[config.mk]
export PLATFORM = sky130hd
export DESIGN_NAME = mtdd_merge
export DESIGN_NICKNAME = d
export VERILOG_FILES = /design/src/rtl/mtdd_pkg.sv /design/src/rtl/mtdd_merge.sv
export SDC_FILE = /design/constraint.sdc
export NUM_CORES = 1
export LEC_CHECK = 0
export ABC_AREA = 1
export BUFFER_PORTS_ARGS = -buffer_cell sky130_fd_sc_hd__buf_4
export CORE_AREA = 3 3 308 310
export CTS_CLUSTER_SIZE = 14
export DETAILED_ROUTE_END_ITERATION = 7
export DIE_AREA = 0 0 311 313
export PLACE_DENSITY = 0.48
export SETUP_SLACK_MARGIN = 0.05
export SLEW_MARGIN = 20
export SYNTH_ARGS = -nofsm -noshare
export SYNTH_HDL_FRONTEND = slang
export SYNTH_SLANG_ARGS = --single-unit
export TNS_END_PERCENT = 20
[constraint.sdc]
create_clock -name clk -period 1.65 [get_ports clk]
set_input_delay 0.0825 -clock clk [delete_from_list [all_inputs] [get_ports clk]]
set_output_delay 0.0825 -clock clk [all_outputs]
set_load 0.005 [all_outputs]
[src/rtl/mtdd_pkg.sv]
`timescale 1ns / 1ps

package mtdd_pkg;

    // Register indexes on the configuration port
    localparam logic [2:0] REG_WINDOW = 3'd0;
    localparam logic [2:0] REG_STEP0  = 3'd1;
    localparam logic [2:0] REG_STEP1  = 3'd2;
    localparam logic [2:0] REG_STEP2  = 3'd3;
    localparam logic [2:0] REG_STEP3  = 3'd4;

    localparam int CFG_INDEX_W   = 3;
    localparam int CFG_DATA_W    = 32;
    localparam int WIN_W         = 11;
    localparam int PHASE_W       = 32;
    localparam int NUM_STEP_REGS = 4;

    localparam logic [WIN_W-1:0] WIN_RESET = 11'd800;
    localparam logic [PHASE_W-1:0] STEP_RESET [NUM_STEP_REGS] = '{
        32'd697932186, 32'd751619277, 32'd805306368, 32'd858993459
    };

    // Result field widths
    localparam int SUM_OUT_W    = 26;
    localparam int DIFF_OUT_W   = 53;
    localparam int OUT_FIELDS_W = 2 * SUM_OUT_W + 2 * DIFF_OUT_W;
    localparam int OUT_DATA_W   = ((OUT_FIELDS_W + 7) / 8) * 8;

    // Carrier table: 1024 entries of {sin, cos}, 16 bits each
    localparam int CARRIER_W     = 16;
    localparam int CARRIER_AW    = 10;
    localparam int CARRIER_DEPTH = 1 << CARRIER_AW;
    localparam int CORDIC_STEPS  = 16;
    localparam longint CORDIC_X0   = 5093852;
    localparam longint CARRIER_MAX = 32767;
    localparam longint ATAN_UNITS [CORDIC_STEPS] = '{
        536870912, 316933405, 167458907, 85004756, 42667331, 21354465,
        10679838, 5340245, 2670163, 1335087, 667544, 333772,
        166886, 83443, 41722, 20861
    };

    localparam int DEROT_SHIFT = 15;
    localparam int ROUND_HALF  = 1 << (DEROT_SHIFT - 1);

    typedef logic [2*CARRIER_W-1:0] carrier_rom_t [CARRIER_DEPTH];

    typedef enum logic [1:0] {
        ST_CLEAR,
        ST_IDLE,
        ST_RUN,
        ST_HOLD
    } ctl_state_t;

    // Pipeline steps after a request is taken
    localparam logic [2:0] STG_MUL  = 3'd0;
    localparam logic [2:0] STG_RND  = 3'd1;
    localparam logic [2:0] STG_ACC  = 3'd2;
    localparam logic [2:0] STG_DMUL = 3'd3;
    localparam logic [2:0] STG_DADD = 3'd4;

    typedef struct packed {
        logic start;
        logic mul;
        logic rnd;
        logic acc;
        logic dmul;
        logic dadd;
        logic clr;
    } lane_ctrl_t;

    function automatic carrier_rom_t build_carrier_rom();
        carrier_rom_t rom;
        logic [31:0]  a;
        logic         neg;
        longint       x;
        longint       y;
        longint       z;
        longint       dx;
        longint       dy;
        longint       xc;
        longint       yc;
        for (int k = 0; k < CARRIER_DEPTH; k++) begin
            a   = 32'(k) << (PHASE_W - CARRIER_AW);
            neg = (a[31:30] == 2'b01) || (a[31:30] == 2'b10);
            if (neg)
                a = a - 32'h8000_0000;
            z = longint'($signed(a));
            x = CORDIC_X0;
            y = 0;
            for (int i = 0; i < CORDIC_STEPS; i++) begin
                dx = y >>> i;
                dy = x >>> i;
                if (z >= 0) begin
                    x = x - dx;
                    y = y + dy;
                    z = z - ATAN_UNITS[i];
                end else begin
                    x = x + dx;
                    y = y - dy;
                    z = z + ATAN_UNITS[i];
                end
            end
            xc = (x + 128) >>> 8;
            yc = (y + 128) >>> 8;
            xc = (xc > CARRIER_MAX) ? CARRIER_MAX : ((xc < -CARRIER_MAX) ? -CARRIER_MAX : xc);
            yc = (yc > CARRIER_MAX) ? CARRIER_MAX : ((yc < -CARRIER_MAX) ? -CARRIER_MAX : yc);
            if (neg) begin
                xc = -xc;
                yc = -yc;
            end
            rom[k] = {yc[CARRIER_W-1:0], xc[CARRIER_W-1:0]};
        end
        return rom;
    endfunction

    localparam carrier_rom_t CARRIER_ROM = build_carrier_rom();

endpackage

[src/rtl/mtdd_merge.sv]
`timescale 1ns / 1ps

module mtdd_merge
    import mtdd_pkg::*;
#(
    parameter int TONE_COUNT = 4,
    parameter int SUMW       = 26,
    parameter int DW         = 53,
    localparam int IDX_W     = (TONE_COUNT > 1) ? $clog2(TONE_COUNT) : 1
)
(
    input  logic                                 clk,
    input  logic                                 rst_n,
    input  logic                                 load,
    input  logic [TONE_COUNT-1:0][SUMW-1:0]      sum_re,
    input  logic [TONE_COUNT-1:0][SUMW-1:0]      sum_im,
    input  logic [TONE_COUNT-1:0][DW-1:0]        diff_re,
    input  logic [TONE_COUNT-1:0][DW-1:0]        diff_im,
    output logic                                 busy,
    output logic                                 m_tvalid,
    input  logic                                 m_tready,
    output logic [OUT_DATA_W-1:0]                m_tdata,
    output logic [IDX_W-1:0]                     m_tuser,
    output logic                                 m_tlast
);

    logic [OUT_FIELDS_W-1:0] res_reg [TONE_COUNT];
    logic [IDX_W-1:0]        idx_reg;
    logic [IDX_W-1:0]        idx_next;
    logic                    busy_reg;
    logic                    busy_next;
    logic                    at_last;

    assign at_last = (idx_reg == IDX_W'(TONE_COUNT - 1));

    always_comb
    begin
        idx_next  = idx_reg;
        busy_next = busy_reg;
        if (load) begin
            idx_next  = '0;
            busy_next = 1'b1;
        end else if (busy_reg && m_tready) begin
            idx_next  = idx_reg + 1'b1;
            if (at_last)
                busy_next = 1'b0;
        end
    end

    always_ff @(posedge clk or negedge rst_n)
    begin
        if (!rst_n) begin
            idx_reg  <= '0;
            busy_reg <= 1'b0;
        end else begin
            idx_reg  <= idx_next;
            busy_reg <= busy_next;
        end
    end

    always_ff @(posedge clk)
    begin
        if (load) begin
            for (int t = 0; t < TONE_COUNT; t++)
                res_reg[t] <= {DIFF_OUT_W'($signed(diff_im[t])),
                               DIFF_OUT_W'($signed(diff_re[t])),
                               SUM_OUT_W'($signed(sum_im[t])),
                               SUM_OUT_W'($signed(sum_re[t]))};
        end
    end

    assign busy     = busy_reg;
    assign m_tvalid = busy_reg;
    assign m_tdata  = OUT_DATA_W'(res_reg[idx_reg]);
    assign m_tuser  = idx_reg;
    assign m_tlast  = at_last;

endmodule

==> run_results.csv <==
group,metric,value,unit
status,status,"finished, violations left",
status,violations,"setup timing",
floorplan,dieArea,97300,sq um
worst_setup_path,worst_r2r_startpoint,"m_tuser[0]$_DFFE_PN0P_",
detailed_routing,drt_iter0_drc,1430,
place,port_buffers,798,
logic_synthesis,ys_types,14,
logic_synthesis,synth_top_family_by_area,"simple AND/OR/NAND/NOR gates",
finish,final_common_cell,"buf_4",
logic_synthesis,syn_area,26600,sq um
worst_hold_path,min_path_type,"input pin to register",
pwr,p_total,43.6,mW
clock_tree,numCtsBuffers,77,
pwr,pwr-share-clk,37.3,%
floorplan,die_h,313,microns
floorplan,dieWidth,311,microns
clock_tree,clockRootBuffer,"clkbuf_16",
floorplan,initial_utilization,28.9,%
logic_synthesis,synth-warning-count,0,
sta,finalCritPeriodShare,131,%
pwr,combPwrFrac,18.0,%
finish,drive_above_1_share,25.3,%
clock_tree,cts_max_level,3,
logic_synthesis,ys_seq_elements,635,
sta,fmaxAchievable,461,MHz
logic_synthesis,yosys.area_share.simple,17.3,%
finish,instances_no_fill,5331,
detailed_routing,wl_per_cell,18.4,microns
job,maxCapViolCount,0,
finish,multi_input_area,4710,sq um
worst_hold_path,hold_depth,2,
clock_tree,clk_path_buf_depth,3,
worst_hold_path,min_from,"sum_im[99]",
sta,final_max_slew_viol_count,0,
global_route,grt_remaining_overflow,0,
clock_tree,path_clk_slew,0.06,ns
pwr,power.static_leakage,20.8,nW
pwr,p_sw_share,24.9,%
floorplan,ios,801,
place,post-place-cells,4509,
clock_tree,cts_tree,"built",
clock_tree,clk_latency,0.63,ns
logic_synthesis,syn-instance-count,2497,
logic_synthesis,syn_area_per_cell,10.6,sq um
logic_synthesis,yosys.area_share.adder,0.0471,%
pwr,p_per_area,984,nW/um^2
logic_synthesis,synth_compound_area_share,0,%
worst_setup_path,worstSetupPathType,"register to output port",
worst_setup_path,critPathMaxFanout,15,
worst_setup_path,worstPathArrival,2.09,ns
finish,area_delta_synth_final,66.7,%
detailed_routing,vias,22032,
detailed_routing,drcViolationCount,0,
finish,n_fill_cell,8483,
pwr,internal_power,32.7,mW
logic_synthesis,synthMuxAreaShare,0,%
logic_synthesis,synthXorXnorAreaFrac,0,%
global_route,globalRouteTotalUtil,19.4,%
sta,worst_hold_slack,0.160,ns
finish,seqCellArea,19100,sq um
global_route,antenna_found_initial,27,
worst_setup_path,crit_top_cell,"buf_12",
finish,final_cell_mix,"buf_4, nand2_1, dlygate4sd3_1, inv_1, edfxtp_1",
logic_synthesis,synth-seq-area-share,71.7,%
place,dp_hpwl,66200,microns
worst_setup_path,cp-end-kind,"output port",
detailed_routing,drtPass1Iterations,5,
worst_setup_path,slowest_delay,0.57,ns
global_route,grt_pass1_vias,22776,
worst_setup_path,slowest_stage,"dfrtp_4",
detailed_routing,post_drt_via_cell_ratio,4.13,
sta,min_period,2.17,ns
worst_setup_path,cp_data_required_time,1.57,ns
sta,rsz0062_at_grt,"yes",
global_route,grt_pass1_wl,142000,microns
sta,skew,0.0000804,ns
worst_setup_path,crit_chain,"buf_12, buf_12, clkbuf_16, nand2_1, nand3_1, nand2_2, buf_6",
detailed_routing,wirelength,97900,microns
pwr,vdd_drop_max,0.747,mV
place,gp_congestion,0.891,
floorplan,std_cell_rows,111,
clock_tree,clock-sinks,635,
finish,largest_reg_flops,632,
global_route,grt_max_degree,76,
worst_hold_path,min_to,"res_reg[3][47]$_DFFE_PP_",
finish,nets,4641,
detailed_routing,final_antenna_net_count,0,
worst_setup_path,timing.rr.end,"m_tuser[1]$_DFFE_PN0P_",
sta,hold_viol,0,
pwr,pwr-share-seq,44.7,%
worst_setup_path,startpoint_type,"register",
worst_setup_path,r2r_slack,0.15,ns
floorplan,fp.coreArea,91900,sq um
worst_setup_path,r2r_cells,5,
pwr,p_sw,10.9,mW
sta,setup_ws,-0.520,ns
sta,finalSetupViolations,161,
-- synth_stat cells (all sizes together) --
cell      n  share of area [%]
nand2   796                 11
inv     635                9.0
edfxtp  632                 71
nand3   320                6.0
buf      84                1.7
clkbuf   24               0.34
dfrtp     3               0.28
clkinv    1              0.019
conb      1              0.014
ha        1              0.047
-- per-layer routing --
layer  global-route usage (%)  vias to the layer above  part of all wire (%)
li1                         -                    10852                     -
met2                     35.2                      749                    52
met3                     4.45                      182                   5.6
met4                     8.13                        8                   3.8
met5                        0                        -                 0.050
met1                     22.0                    10241                    38
-- stage by stage --
stage	utilization (%)	cell area [sq um]	TNS [ns]	worst slack [ns]
after detailed placement	37.8	34700	0	0.0719
after floorplan	-	26600	0	0.405
after global placement	37.8	34700	0	0.0784
final	48.2	44300	-73.81	-0.520
after CTS	47.8	43900	-85.65	-0.615
after global routing	48.2	44300	-93.41	-0.631
-- logic make-up (layout without fill, tap and decap cells) --
logic type                 count (synthesis)  after routing
buffers and inverters                    744           2310
and+or+nand+nor                         1116           1116
other                                      1             26
adders and majority gates                  1              1
DFF                                      635            635
-- cell type report --
class,count,area share [%]
clock buffers,103,4.62
multi-input cells,1119,10.6
repair inverters,1,0.0254
well taps,1243,3.51
flip-flops and latches,635,43.0
diodes,24,0.136
inverters,636,5.43
repair buffers,1534,31.9
clock inverters,36,0.771
-- how the worst max path moves through the flow --
stage                                      start      endpoint  slack (ns)  cells past startpoint
after global routing      m_tuser[0]$_DFFE_PN0P_   m_tdata[23]       -0.63                      7
after CTS                 m_tuser[0]$_DFFE_PN0P_   m_tdata[24]       -0.61                      6
after floorplan           m_tuser[1]$_DFFE_PN0P_  m_tdata[131]        0.41                      6
after global placement    m_tuser[0]$_DFFE_PN0P_   m_tdata[50]        0.08                      6
final                     m_tuser[0]$_DFFE_PN0P_   m_tdata[21]       -0.52                      7
after detailed placement  m_tuser[0]$_DFFE_PN0P_   m_tdata[50]        0.07                      6
-- repair_timing --
action                                  CTS  global route
endpoints found under the setup margin  161           161
hold buffers                            636             0
gates cloned                              8             7
resized for setup                        46            20
endpoints found under the hold margin   651             0
pin swaps                                 4             0
buffers inserted                          2             8
-- critical path, delay by kind of cell, from the launching register on --
| kind | cells | cell delay, ns |
|---|---|---|
| flops | 1 | 0.57 |
| simple gates | 3 | 0.27 |
| buf+inv | 4 | 0.61 |
-- power groups by stage --
| stage | clock [mW] | combinational (mW) | sequential (mW) |
|---|---|---|---|
| floorplan | 0 | 2.21 | 19.7 |
| global placement | 0 | 6.07 | 19.8 |
| detailed placement | 0 | 6.09 | 19.8 |
| CTS | 16.8 | 7.78 | 19.5 |
| global route | 17.4 | 8.55 | 19.6 |
| finish | 16.3 | 7.84 | 19.5 |
Note: power is estimated with default switching activity, not from simulation.
